## config.mk

```make
export PLATFORM = sky130hd
export DESIGN_NAME = mmrm_ram
export DESIGN_NICKNAME = d
export VERILOG_FILES = /design/src/monotone_matrix_row_minima_unit_assert.svh /design/src/mmrm_ram.sv
export SDC_FILE = /design/constraint.sdc
export NUM_CORES = 2
export LEC_CHECK = 0
export BUFFER_PORTS_ARGS = -buffer_cell sky130_fd_sc_hd__buf_4
export CAP_MARGIN = 10
export CORE_MARGIN = 2
export CORE_UTILIZATION = 25
export DETAILED_ROUTE_END_ITERATION = 7
export GPL_TIMING_DRIVEN = 0
export MAX_ROUTING_LAYER = met4
export PLACE_DENSITY = 0.44
export SLEW_MARGIN = 10
export SYNTH_ARGS = -nofsm -noshare
export SYNTH_HDL_FRONTEND = slang
export SYNTH_SLANG_ARGS = --single-unit
export TNS_END_PERCENT = 1
```

## constraint.sdc

```tcl
create_clock -name clk -period 11.2 [get_ports clk]
set_clock_uncertainty 0.2 [all_clocks]
set_input_delay 0.56 -clock clk [delete_from_list [all_inputs] [get_ports clk]]
set_output_delay 0.56 -clock clk [all_outputs]
set_load 0.01 [all_outputs]
```

## src/monotone_matrix_row_minima_unit_assert.svh

```systemverilog
// assertion macros for the row minima unit
`ifndef MONOTONE_MATRIX_ROW_MINIMA_UNIT_ASSERT_SVH
`define MONOTONE_MATRIX_ROW_MINIMA_UNIT_ASSERT_SVH
`ifndef SYNTHESIS
`define MMRM_ASSERT_IMPL(label, ante, cons) \
  label: assert property (@(posedge clk) disable iff (!rst_n) (ante) |-> (cons)) \
    else $error("mmrm assertion failed");
`define MMRM_ASSERT_NEXT(label, ante, cons) \
  label: assert property (@(posedge clk) disable iff (!rst_n) (ante) |=> (cons)) \
    else $error("mmrm assertion failed");
`else
`define MMRM_ASSERT_IMPL(label, ante, cons)
`define MMRM_ASSERT_NEXT(label, ante, cons)
`endif
`endif

```

## src/mmrm_ram.sv

```systemverilog
`default_nettype none
module mmrm_ram #(
  parameter int WIDTH = 32,
  parameter int DEPTH = 64
) (
  input  wire logic                     clk,
  input  wire logic                     we,
  input  wire logic [$clog2(DEPTH)-1:0] addr,
  input  wire logic [WIDTH-1:0]         wdata,
  output logic      [WIDTH-1:0]         rdata
);
  logic [WIDTH-1:0] mem [DEPTH];

  always_ff @(posedge clk) begin
    if (we) begin
      mem[addr] <= wdata;
    end
    rdata <= mem[addr];
  end
endmodule
`default_nettype wire

```

==> results by group <==
Clocking
  – Post-CTS setup buffers: 0
  – Clock transition at path regs: 0.06 ns
  – TritonCTS buffer count: 219
  – Clk sinks: 2080
  – Clock Tree Buf Depth: 4
  – # hold bufs at CTS: 3
  – CTS tree: done
  – H-Tree Depth: 4
  – Root buf cell: clkbuf_16
  – CTS resizes: 0
  – Worst-Skew Late Latency: 0.90 ns

Yosys
  – Area leader, netlist: edfxtp_1
  – Synth top area cells: edfxtp_1 (78%), mux2i_1 (3.3%), mux4_2 (2.7%), mux2_2 (2.1%), a221oi_1 (1.9%)
  – Yosys warns: 0
  – Synth top area share: 77.9%
  – Post-Synthesis Cells: 4239
  – Synth cell types: 56
  – Synthesized cell area: 78900 um^2
  – Syn_nets: 4279
  – Avg Cell Area, Syn: 18.6 um^2
  – FF+latch count, synth: 2080
  – Ys async rst share: 0%
  – Register area share after synthesis: 78.7%
  – Top FF cell, synth: edfxtp_1
  – Number of enable flip-flop cells after synthesis: 2048

Setup path
  – Crit Path Category: in2reg
  – CP Capture Type: flop
  – FF-to-FF setup slack: 7.64 ns
  – Slowest-stage cell, CP: a2111oi_0
  – CP peak stage delay: 1.08 ns
  – Worst R2R Path Depth: 5
  – Reg2reg end: rdata[0]
  – Worst path bufs/invs: 6
  – Worst path cell trace: buf_4 > buf_2 > buf_2 > buf_2 > buf_2 > buf_1 > mux4_2 > nand3_1 > o311ai_0 > a2111oi_0 > nand4_1
  – CP Max Fanout: 10
  – Critical path data arrival time: 5.86 ns
  – Req. time, crit path: 11.55 ns
  – Crit Reg-Reg Startpoint: mem[37][0]
  – Crit start category: primary input
  – Critical Path Most Common Cell: buf_2
  – Delay-heaviest family, CP: buffers and inverters

Global routing
  – Initial antenna violation count: 23
  – Total Routing Usage GR: 16.6%
  – Largest net degree at the start of global routing: 65
  – First-pass GRT wire length: 364000 um
  – Number of global-route vias before repair: 43.7k
  – Total grt overflow: 0

Routing
  – Drc violations: 0
  – Initial DRC count: 5102
  – Pre-antenna DRT Iters: 6
  – Final ANT Viol Nets: 0
  – Avg WL per Cell: 29.8 um
  – Via count: 43.8k
  – Final wirelength: 266000 um
  – Vias per cell: 4.89

Power
  – Power, Total: 0.0166 W
  – Pwr Density: 178 nW/um^2
  – Peak supply drop: 126 uV
  – Leak Pwr: 29.1 nW

Placed design
  – RePlAce Congestion: 0.886
  – PortBufs: 70
  – Final HPWL DP: 175000 um

STA
  – Slew HR: 7.60%
  – FMAX: 182 MHz
  – Slew @ Worst Pin: 1.35 ns
  – RSZ-0062 raised after global routing: false
  – Final hold violation count: 0
  – Endpoints failing setup: 0
  – Tmin final: 5.51 ns
  – Fin. max-slew vios: 0
  – Tcrit/Tclk final: 49.2%
  – Setup TNS: 0 ns

Hold path
  – Hold Crit Depth: 1
  – Hold path startpoint: wdata[26]
  – Worst hold path class: in2reg
  – Sink of the worst hold path: mem[62][26]

Floorplanning
  – Starting Density: 25.1%
  – Area of the die: 320000 um^2
  – Die X: 566 um
  – Core area: 314000 um^2
  – Die Y: 566 um
  – Ports: 72
  – Num rows: 206

Final layout
  – Nets@finish: 4647
  – Layout cells sized above 1: 17.7%
  – Fillers: 31.0k
  – Register area: 62100 um^2
  – Multi-input gate area: 16000 um^2
  – Synth-to-Final Area Change: 18.4%

Run status
  – Status: complete, no violations

Job
  – Total of max-cap violations: 0
## through the flow
| step | hold WS (ns) | instances | setup slack, ns | util, % | area, um^2 |
|---|---|---|---|---|---|
| after floorplan | 0.364 | 4239 | 7.20 | - | 78900 |
| after global placement | 0.505 | 8469 | 3.00 | 26.9 | 84700 |
| after detailed placement | 0.478 | 8542 | 5.08 | 27.5 | 86600 |
| after CTS | 0.0202 | 8934 | 5.99 | 29.7 | 93400 |
| after global routing | 0.0553 | 8940 | 5.95 | 29.7 | 93400 |
| final | 0.0613 | 8948 | 5.69 | 29.7 | 93400 |
## synthesized netlist by cell type, drive strengths merged, types with 32 or more instances
cell type	instances
edfxtp	2048
mux2i	259
a22oi	188
a221oi	175
clkbuf	169
mux2	147
nor2	145
buf	129
a21oi	121
mux4	96
o22ai	93
and3	85
o21ai	85
o22a	70
a22o	66
nand3	54
a31oi	43
dfxtp	32
## per-layer routing
layer | global-route usage, % | up-vias | routed length (um)
li1 | - | 18400 | -
met5 | - | - | 0
met2 | 25.8 | 1633 | 124000
met4 | 5.13 | 0 | 8430
met3 | 2.47 | 386 | 17300
met1 | 22.5 | 23300 | 117000
## final cells by class
type,count,share of cell area [%]
tap,4160,5.57
clock inverter,103,0.903
inverter,2,0.00803
timing repair buffer,147,2.16
clock buffer,286,6.32
multi-input combinational,1859,17.1
antenna,13,0.0348
buffer,298,1.42
sequential,2080,66.5
## cell families after synthesis
logic type | after synthesis | share of synthesized area, %
flip-flops | 2080 | 78.7
AO/OA/AOI/OAI | 933 | 8.66
multiplexers | 502 | 8.12
AND/OR/NAND/NOR | 424 | 2.81
buffers and inverters | 300 | 1.68
## where the power goes
group / switching (W) / internal (W)
sequential: 0.0000180 / 0.00862
clock: 0.00304 / 0.00399
combinational: 0.000706 / 0.000268
total: 0.00376 / 0.0129
## layout by cell type (no fill, tap or decap), types with 28 or more instances in the layout
cell type and count:
o22a_1 70, a22oi_1 188, clkbuf_1 218, clkbuf_16 222, buf_2 83, mux2i_1 259, clkinv_2 34, nor2_4 64
clkinv_1 49, buf_4 78, a22o_1 66, mux4_2 96, o21ai_0 84, a221oi_1 175, dfxtp_1 32, edfxtp_1 2048
nand2_1 28, a21oi_1 121, and3_1 85, mux2_2 147, buf_1 32, o22ai_1 93, nor2_1 80, a31oi_1 43
buf_12 63, nand3_1 54
## state kept, by name, summed over array words and instances (netlist names)
| name | count |
|---|---|
| mem | 2048 |
| rdata | 32 |
## worst max-delay path by stage
stage	slack, ns	start	endpoint	cells after the start
final	5.69	addr[2]	rdata[0]	11
after detailed placement	5.08	addr[2]	mem[47][17]	10
after CTS	5.99	addr[2]	mem[47][21]	10
after global routing	5.95	addr[2]	mem[29][17]	10
after global placement	3.00	addr[2]	mem[47][17]	9
after floorplan	7.20	addr[2]	mem[15][0]	8
(Power assumes the default switching activity.)
